**config.mk**
```make
export PLATFORM = sky130hd
export DESIGN_NAME = sadsd_search
export DESIGN_NICKNAME = d
export VERILOG_FILES = /design/src/hdl/sadsd_pkg.sv /design/src/hdl/sadsd_search.sv
export SDC_FILE = /design/constraint.sdc
export NUM_CORES = 1
export LEC_CHECK = 0
export ABC_AREA = 1
export BUFFER_PORTS_ARGS = -buffer_cell sky130_fd_sc_hd__buf_2
export CELL_PAD_IN_SITES_DETAIL_PLACEMENT = 1
export CELL_PAD_IN_SITES_GLOBAL_PLACEMENT = 2
export CORE_MARGIN = 4
export CORE_UTILIZATION = 40
export CTS_BUF_LIST = sky130_fd_sc_hd__clkbuf_8
export DETAILED_ROUTE_END_ITERATION = 8
export HOLD_SLACK_MARGIN = 0.06
export PLACE_DENSITY_LB_ADDON = 0.1
export SETUP_SLACK_MARGIN = 0.1
export SYNTH_ARGS = -nofsm -noshare
export SYNTH_HDL_FRONTEND = slang
export SYNTH_SLANG_ARGS = --single-unit
```
**constraint.sdc**
```tcl
create_clock -name i_clk -period 19.15 [get_ports i_clk]
set_clock_uncertainty 0.2 [all_clocks]
set_input_delay 5.745 -clock i_clk [delete_from_list [all_inputs] [get_ports i_clk]]
set_output_delay 5.745 -clock i_clk [all_outputs]
set_load 0.02 [all_outputs]
```
**src/hdl/sadsd_pkg.sv**
```systemverilog
// Shared types and constants for the SAD stereo disparity block.
// No dependencies.
`default_nettype none
package sadsd_pkg;
    localparam int PIX_W      = 8;
    localparam int DISP_W     = 6;
    localparam int ROW_W      = 10;
    localparam int CFG_W      = 11;
    localparam int MAX_HEIGHT = 1024;

    localparam logic ACT_PIXEL = 1'b0;
    localparam logic ACT_DRAIN = 1'b1;

    typedef enum logic {
        ST_IDLE,
        ST_CALC
    } t_state;

    typedef enum logic [1:0] {
        CFG_WIDTH    = 2'd0,
        CFG_HEIGHT   = 2'd1,
        CFG_HALF_WIN = 2'd2,
        CFG_DISP_CNT = 2'd3
    } t_cfg_idx;
endpackage
`default_nettype wire

```
**src/hdl/sadsd_search.sv**
```systemverilog
// Disparity search sequencer: walks candidates and window taps through the
// line stores and keeps the lowest SAD. Depends on sadsd_pkg.
`default_nettype none
module sadsd_search
    import sadsd_pkg::*;
#(
    parameter int LINES = 15,
    parameter int LW    = 4,
    parameter int CW    = 10,
    parameter int HW    = 3,
    parameter int DW    = 7,
    parameter int SW    = 16
) (
    input  wire logic             i_clk,
    input  wire logic             i_rst_n,
    input  wire logic             i_start,
    input  wire logic [LW-1:0]    i_line,
    input  wire logic [CW-1:0]    i_col,
    input  wire logic [HW-1:0]    i_hw,
    input  wire logic [DW-1:0]    i_dlast,
    output logic      [LW+CW-1:0] o_raddr_l,
    output logic      [LW+CW-1:0] o_raddr_r,
    input  wire logic [PIX_W-1:0] i_rdata_l,
    input  wire logic [PIX_W-1:0] i_rdata_r,
    output logic                  o_done,
    output logic      [DW-1:0]    o_best_d
);
    logic          r_busy;
    logic [DW-1:0] r_d, r_dlast;
    logic [LW-1:0] r_dy, r_dx, r_hw2, r_line, r_line0;
    logic [CW-1:0] r_col, r_col0;
    logic          r_p_valid, r_p_first, r_p_lastw, r_p_final;
    logic [DW-1:0] r_p_d;
    logic [SW-1:0] r_acc, r_best;
    logic          r_done;
    logic          lastw;
    logic [PIX_W-1:0] diff;
    logic [SW-1:0]    sum;

    assign lastw     = (r_dx == r_hw2) && (r_dy == r_hw2);
    assign o_raddr_l = {r_line, r_col};
    assign o_raddr_r = {r_line, r_col - CW'(r_d)};
    assign diff      = (i_rdata_l > i_rdata_r) ? i_rdata_l - i_rdata_r
                                               : i_rdata_r - i_rdata_l;
    assign sum       = (r_p_first ? SW'(0) : r_acc) + SW'(diff);
    assign o_done    = r_done;

    always_ff @(posedge i_clk) begin
        if (!i_rst_n) begin
            r_busy    <= 1'b0;
            r_p_valid <= 1'b0;
            r_done    <= 1'b0;
        end else begin
            r_p_valid <= r_busy;
            r_done    <= r_p_valid && r_p_final;
            if (i_start) begin
                r_busy <= 1'b1;
            end else if (r_busy && lastw && (r_d == r_dlast)) begin
                r_busy <= 1'b0;
            end
        end
    end

    always_ff @(posedge i_clk) begin
        if (i_start) begin
            r_d     <= '0;
            r_dy    <= '0;
            r_dx    <= '0;
            r_line  <= i_line;
            r_line0 <= i_line;
            r_col   <= i_col;
            r_col0  <= i_col;
            r_hw2   <= LW'({i_hw, 1'b0});
            r_dlast <= i_dlast;
        end else if (r_busy) begin
            if (r_dx != r_hw2) begin
                r_dx  <= r_dx + LW'(1);
                r_col <= r_col + CW'(1);
            end else begin
                r_dx  <= '0;
                r_col <= r_col0;
                if (r_dy != r_hw2) begin
                    r_dy   <= r_dy + LW'(1);
                    r_line <= (r_line == LW'(LINES - 1)) ? '0 : r_line + LW'(1);
                end else begin
                    r_dy   <= '0;
                    r_line <= r_line0;
                    r_d    <= r_d + DW'(1);
                end
            end
        end
        r_p_first <= (r_dx == '0) && (r_dy == '0);
        r_p_lastw <= lastw;
        r_p_final <= lastw && (r_d == r_dlast);
        r_p_d     <= r_d;
        if (r_p_valid) begin
            r_acc <= sum;
            if (r_p_lastw && ((r_p_d == '0) || (sum < r_best))) begin
                r_best   <= sum;
                o_best_d <= r_p_d;
            end
        end
    end
endmodule
`default_nettype wire

```
== Yosys cells after proc, flatten, opt, wreduce, memory -nomap -nowiden ==
Index checks and enable logic that the tools add are counted.
Word-level totals
  register bits after elaboration: 105
  bits in latches: 0
  memory bits (writable): 0
  memory bits (read-only): 0
  input port bits: 43
  output and inout bits: 36
  logic and storage cells: 70
  memories: 0
Cells by class
  add/subtract/negate cells: 9
  $mul: 0
  div/mod/pow operators: 0
  order comparisons: 2
  eq/ne operators: 7
  shift-type cells: 0
  multiplexer cells: 14
  bitwise logic cells: 2
  reduce and logical (&&, ||, !) cells: 17
Operators with widths (number)
  $mux W10: 3
  $mux W4: 7
  $add A16 B8 Y16: 1
  $lt A16 B16 Y1: 1
  $mux W16: 1
  $sub A8 B8 Y8: 2
  $add A4 B1 Y4 const B: 3
  $add A10 B1 Y10 const B: 1
  $sub A10 B7 Y10: 1
  $eq A4 B4 Y1: 2
  $gt A8 B8 Y1: 1
  $logic_not A4 Y1: 2
  $mux W8: 1
  $ne A4 B4 Y1: 2
  $add A7 B1 Y7 const B: 1
  $eq A7 B7 Y1: 1
  $logic_and A1 B1 Y1: 7
  $logic_not A7 Y1: 1
  $reduce_and A2 Y1: 3
  $eq A4 B4 Y1 const B: 1
  $reduce_bool A2 Y1: 2
  $reduce_and A3 Y1: 1
  $mux W1: 2
  $ne A2 B2 Y1 const B: 1
  2 further kinds: 3

== Logic depth before layout (Yosys ltp) ==
Gate-level depths: netlist of run 1.
  depth in word-level cells: 7
  depth in mapped cells: 30
  mapped depth without buffers: 29

== Worst setup path before layout of run 1 ==
No wires, ideal clock.
  path type: input port to flip-flop
  start: input i_rdata_l[0]
  end: register o_best_d[0] (enable)
  setup time: 0.411 ns
  data arrival time: 9.939 ns
  required time: 18.539 ns
  setup slack: 8.601 ns
  stages: 27
  path buffers: 0
  cells stage by stage: inv_1 > ha_1 > inv_1 > fa_1 > nand2_1 > nand2_1 > nand2_1 > nand2_1 > nand2_2 > nand2_1 > nand2_1 > inv_1 > fa_1 > o21ai_1 > nand2_1 > nand2_1 > nand2_1 > nor2_1 > xnor2_1 > ha_1 > nand2_1 > inv_1 > nand3_1 > inv_1 > a21oi_1 > nand2_1 > a21oi_1
On the way
  cells in the longest elaborated chain, start to end: 7
  elaborated cells on any way between the ends: 9
  those cells by class: 3 x add/sub; 2 x order compare; 1 x mux; 3 x reduce/logical
Ends and longest elaborated chain
  start, declared: RTL line sadsd_search.sv:23  | input wire logic [PIX_W-1:0] i_rdata_l,
  $sub A8 B8 Y8 (tied with other cells): RTL line sadsd_search.sv:44  | : i_rdata_r - i_rdata_l;
  $mux W8 (*): RTL line sadsd_search.sv:43  | assign diff = (i_rdata_l > i_rdata_r) ? i_rdata_l - i_rdata_r
  $add A16 B8 Y16 (*): RTL line sadsd_search.sv:45  | assign sum = (r_p_first ? SW'(0) : r_acc) + SW'(diff);
  net sum[14]: RTL line sadsd_search.sv:38  | logic [SW-1:0] sum;
  $lt A16 B16 Y1 (*): RTL line sadsd_search.sv:98  | if (r_p_lastw && ((r_p_d == '0) || (sum < r_best))) begin
  $logic_or A1 B1 Y1 (*): RTL line sadsd_search.sv:98
  $logic_and A1 B1 Y1 (*): RTL line sadsd_search.sv:98
  $reduce_and A2 Y1 (no source line) (*)
  end signal, assigned: RTL line sadsd_search.sv:100  | o_best_d <= r_p_d;
  end, declared: RTL line sadsd_search.sv:26  | output logic [DW-1:0] o_best_d
The timed path passes the listed nets; every way through them passes the cells marked *.
A chain may end at the register's enable or synchronous reset.

== Worst setup path after layout of run 1 ==
  start: input i_rdata_l[3]
  end: register o_best_d[1] (enable)
The elaborated chain is that of the path after synthesis.

==> impl_metrics.toml, run 1 <==
[power_and_ir_drop]
p_comb_share_pct = 28.5
vdd_drop_max_mv = 0.0434
pwr-share-clk_pct = 24.0
cellPowerDensity_mw_per_mm2 = 80.9
power_leakage_nw = 3.36
switching_power_mw = 0.202
swShare_pct = 34.8
finalPower_mw = 0.580
p_seq_share_pct = 47.5
internal_power_mw = 0.378

[synth]
synth-seq-cells = 105
syn-num-nets = 845
avgSynthCellArea_um2 = 8.58
synth_cell_type_count = 47
yosys.cell_count.top_type = "nand2_1"
yosysTopAreaCellShare_pct = 36.1
ys_async_sr_fraction_pct = 0
ys_seq_area_share_pct = 44.8
synth_edf_count = 77
synth_area_mm2 = 0.00641
yosysWarnings = 0
synth_commonest_cells = "nand2_1 (164), inv_1 (121), edfxtp_1 (77), nor2_1 (64), ha_1 (51)"
synth_area_leader_cell = "edfxtp_1"
synthTopCellsByArea = "edfxtp_1 (36%), ha_1 (10%), nand2_1 (9.6%), dfxtp_1 (8.7%), inv_1 (7.1%)"
synth_flop_cell = "edfxtp_1"
netlist_instances = 747

[worst_setup_path]
critPathLaunch = "i_rdata_l[3]"
cp.arrival_ns = 10.35
r2r_cells = 17
critPathMaxFanout = 23
rr_startpoint = "r_p_first$_DFF_P_"
required_ns = 18.94
crit_type = "input pin to register"
crit_top_cell = "nand2_1"
reg2reg_slack_ns = 14.45
worst_path_max_delay_cell = "a21oi_2"
max_stage_delay_ns = 0.97
timing.rr.end = "o_best_d[1]$_DFFE_PP_"
crit_path_start_kind = "input pin"
worst_setup_path_end_kind = "register"

[clocking]
htreeDepth = 3
postCtsSetupBuffers = 0
cts_made_buffers = 9
cts.sinks = 105
cts_buffer_depth = 2
post_cts_resized = 0
ctsHoldBuffers = 0
path_clk_slew_ns = 0.11
cts_tree = "done"
clk_latency_ns = 0.38
root_buffer = "clkbuf_8"

[placement]
numPortBuffers = 78
routabilityCongestion = 0.861
hpwl_um = 12400

[layout]
drive_gt1_share_pct = 14.3
n_antenna_cell = 0
nets = 917
area_growth_pct = 11.9

[floorplan]
dieWidth_um = 135
coreArea_mm2 = 0.0158
dieArea_mm2 = 0.0181
rows = 46
io_pins = 79
dieHeight_um = 135
initial_core_util_pct = 40.6

[sta]
worst_pin_slew_ns = 1.24
fin_setup_tns_ns = 0
drv_slew = 0
period_share_pct = 55.1
fin_crit_ns = 10.56
finalHoldViolCount = 0
rsz0062_at_grt = "no"
slew_headroom_pct = 17.4
setup_viol = 0
timing.fmax_ghz = 0.0947

[global_route]
antenna_found_initial = 0
grt_max_degree = 45
track_usage_pct = 18.1
overflow = 0
grt_pass1_vias = 5410
grt_pass1_wl_um = 26400

[route]
drt-total-wl_um = 15700
firstDrtPassIters = 4
ant_nets = 0
wire_per_inst_um = 15.1
drtIter0Drc = 228
via_per_inst = 4.85
drcViolationCount = 0
vias = 5043

[job]
drv_cap = 0

[hold_path]
worst_hold_startpoint = "r_d[6]$_SDFFE_PP0P_"
whs_endpoint = "r_p_d[6]$_DFF_P_"
hold_class = "register to register"
hold_depth = 0

[outcome]
status = "complete, no violations"
metal layers:
layer	part of all wire (%)	vias up	track usage, %
met4	0.64	0	3.90
met1	47	2421	23.4
met3	3.3	6	3.35
met5	0	-	0
met2	49	64	31.8
li1	-	2552	-
logic make-up (layout without fill, tap and decap cells):
logic type	Yosys count	in the layout	synth area share (%)
AOI/OAI and AO/OA	83	83	7.11
xor gates and xnor gates	46	46	6.29
adders and majority gates	55	55	11.2
buffers and inverters	146	223	9.26
DFF	105	105	44.8
and+or+nand+nor	312	312	21.3
sequential cells by signal (all words and copies together) (netlist names), 7 cells and up:
name	flops
o_best_d	7
r_acc	16
r_best	16
r_col	10
r_col0	10
r_d	7
r_dlast	7
r_p_d	7
layout by cell type (no fill, tap or decap), drive strengths merged, types with 2 or more instances in the layout:
cell type  count
o21ai         28
nand4          7
clkinv         3
inv          129
a21o           2
nand2        168
a21oi         39
nand3         47
dfxtp         28
xnor2         17
fa             4
ha            51
nand3b         2
buf           79
edfxtp        77
xor2          29
or2            3
clkbuf        11
nor2          66
a31oi          7
nand2b         2
o21a           2
nor3          14
worst max-delay path: cells and delay by family:
| family | cells | cell delay [ns] |
|---|---|---|
| buffers and inverters | 7 | 0.50 |
| xor gates and xnor gates | 1 | 0.20 |
| adders and majority gates | 3 | 1.17 |
| AOI/OAI and AO/OA | 3 | 1.34 |
| and+or+nand+nor | 15 | 1.37 |
how the worst max path moves through the flow:
stage          depth (start not counted)  slack, ns                    end
6_report                              29       8.59  o_best_d[1]$_DFFE_PP_
5_1_grt                               29       8.05    r_best[3]$_DFFE_PP_
4_1_cts                               28       8.54  o_best_d[1]$_DFFE_PP_
3_5_place_dp                          29       8.17  o_best_d[1]$_DFFE_PP_
3_3_place_gp                          28       8.42  o_best_d[0]$_DFFE_PP_
2_1_floorplan                         27       8.60  o_best_d[0]$_DFFE_PP_
area by class of cell:
cell class,count,area (um2)
Clock buffer,11,151
Clock inverter,5,47.5
Fill cell,1925,8600
Inverter,128,482
Multi-Input combinational cell,496,2950
Sequential cell,105,2870
Tap cell,216,270
Timing Repair Buffer,79,398
power by group through the flow:
| stage | clock network, mW | registers [mW] | logic [mW] |
|---|---|---|---|
| finish | 0.139 | 0.275 | 0.165 |
| detailed placement | 0 | 0.281 | 0.168 |
| global placement | 0 | 0.280 | 0.161 |
| global route | 0.155 | 0.277 | 0.191 |
| CTS | 0.145 | 0.275 | 0.169 |
| floorplan | 0 | 0.280 | 0.116 |
through the flow:
step | utilization (%) | instances | hold WS [ns] | instance area (um2) | setup slack, ns
floorplan | - | 747 | 0.129 | 6410 | 8.60
global placement | 44.2 | 1024 | 0.204 | 6970 | 8.42
detailed placement | 44.2 | 1024 | 0.221 | 6970 | 8.17
CTS | 45.4 | 1040 | 0.222 | 7170 | 8.54
global route | 45.4 | 1040 | 0.237 | 7170 | 8.05
finish | 45.4 | 1040 | 0.225 | 7170 | 8.59
Note: power is estimated with default switching activity, not from simulation.
==> inputs of run 2 (changes only) <==
CORE_UTILIZATION = 37   (was 40)
clock period = 10.3 ns   (was 19.15 ns; I/O delays follow)
==> impl_metrics.toml, run 2 (synthesis gave the netlist of run 1 again) <==
[clocking]
clk_latency_ns = 0.38
ctsHoldBuffers = 0
cts.sinks = 105
cts_tree = "done"
htreeDepth = 3
post_cts_resized = 0
root_buffer = "clkbuf_8"
cts_buffer_depth = 2
cts_made_buffers = 9
path_clk_slew_ns = 0.12
postCtsSetupBuffers = 0

[power_and_ir_drop]
cellPowerDensity_mw_per_mm2 = 151
vdd_drop_max_mv = 0.0803
power_leakage_nw = 3.37
finalPower_mw = 1.09

[layout]
nFillCells = 2021
drive_gt1_share_pct = 14.4
final_cell_mix = "nand2_1 (164), inv_1 (121), buf_2 (78), edfxtp_1 (77), nor2_1 (64)"
seq_area_mm2 = 0.00287
multi_input_area_mm2 = 0.00295
n_antenna_cell = 0
area_growth_pct = 12.1
final_common_cell = "nand2_1"
reg_top3 = "r_acc: 16 flops, r_best: 16 flops"
finalNonFillerCells = 1045
nets = 918

[worst_setup_path]
r2r_cells = 17
worst_setup_path_end_kind = "register"
cp.arrival_ns = 7.46
crit_type = "input pin to register"
max_stage_delay_ns = 0.48
crit_path_start_kind = "input pin"
critPathMaxFanout = 15
crit_top_cell = "nand2_1"
required_ns = 10.19
worst_path_max_delay_cell = "fa_1"

[route]
ant_nets = 0
drcViolationCount = 0
wire_per_inst_um = 14.9
via_per_inst = 4.79
vias = 5005
drt-total-wl_um = 15500
drtIter0Drc = 149
firstDrtPassIters = 4

[sta]
period_share_pct = 73.5
timing.fmax_ghz = 0.132
fin_setup_tns_ns = 0
fin_crit_ns = 7.57
setup_viol = 0
rsz0062_at_grt = "no"
slew_headroom_pct = 39.4
finalHoldViolCount = 0
fin_hold_ws_ns = 0.224
worst_pin_slew_ns = 0.907
worst_slack_ns = 2.73
drv_slew = 0

[floorplan]
initial_core_util_pct = 38.2
io_pins = 79
dieHeight_um = 140
coreArea_mm2 = 0.0168
dieArea_mm2 = 0.0195
rows = 47
dieWidth_um = 140

[hold_path]
hold_class = "register to register"
hold_depth = 0

[global_route]
overflow = 0
grt_pass1_vias = 5424
grt_max_degree = 46
track_usage_pct = 16.6
antenna_found_initial = 1
grt_pass1_wl_um = 26500

[placement]
hpwl_um = 12300
numPortBuffers = 78
dp_cells = 1029
preCtsSetupSlack_ns = 2.24
routabilityCongestion = 0.808

[job]
drv_cap = 0

[outcome]
status = "complete, no violations"
## run 2: cell count changes in the layout (fill, tap and decap cells not counted), sizes merged
cell,delta
clkbuf,-2
clkinvlp,-1
buf,+1
inv,+3
## run 2: power by group
part           leakage (nW)  internal, mW  switching [mW]
Sequential            0.961         0.490          0.0225
Combinational          2.30         0.109           0.197
Clock                 0.104        0.0983           0.169
## run 2: layout make-up
class / count / area share [%]
Clock buffer: 9 / 1.72
Clock inverter: 7 / 1.10
Inverter: 128 / 6.71
Multi-Input combinational cell: 496 / 41.0
Sequential cell: 105 / 40.0
Tap cell: 220 / 3.83
Timing Repair Buffer: 80 / 5.64
## run 2: worst paths after layout
| path | from | end | slack, ns |
|---|---|---|---|
| hold reg to reg | r_d[6]$_SDFFE_PP0P_ | r_p_d[6]$_DFF_P_ | 0.22 |
| hold / removal | r_d[6]$_SDFFE_PP0P_ | r_p_d[6]$_DFF_P_ | 0.22 |
| setup reg to reg | r_p_first$_DFF_P_ | o_best_d[1]$_DFFE_PP_ | 5.99 |
| setup / recovery | i_rdata_l[2] | o_best_d[1]$_DFFE_PP_ | 2.73 |
## run 2: critical path, delay by kind of cell
family / cells / cell delay (ns)
buf+inv: 8 / 0.86
xor+xnor: 1 / 0.18
fa+ha+maj: 3 / 1.18
compound gates: 3 / 0.81
simple gates: 15 / 1.36
## run 2: stage by stage
step | util (%) | cell area [um2]
after CTS | 42.9 | 7180
after global placement | 41.6 | 6980
after detailed placement | 41.6 | 6980
after floorplan | - | 6410
after global routing | 42.9 | 7180
final | 42.9 | 7180
## run 2: routing by layer
| metal | up-vias | track usage, % | wire (um) |
|---|---|---|---|
| li1 | 2547 | - | - |
| met5 | - | 0 | 7 |
| met1 | 2382 | 20.9 | 6950 |
| met2 | 64 | 29.5 | 7920 |
| met3 | 10 | 3.67 | 514 |
| met4 | 2 | 3.11 | 133 |
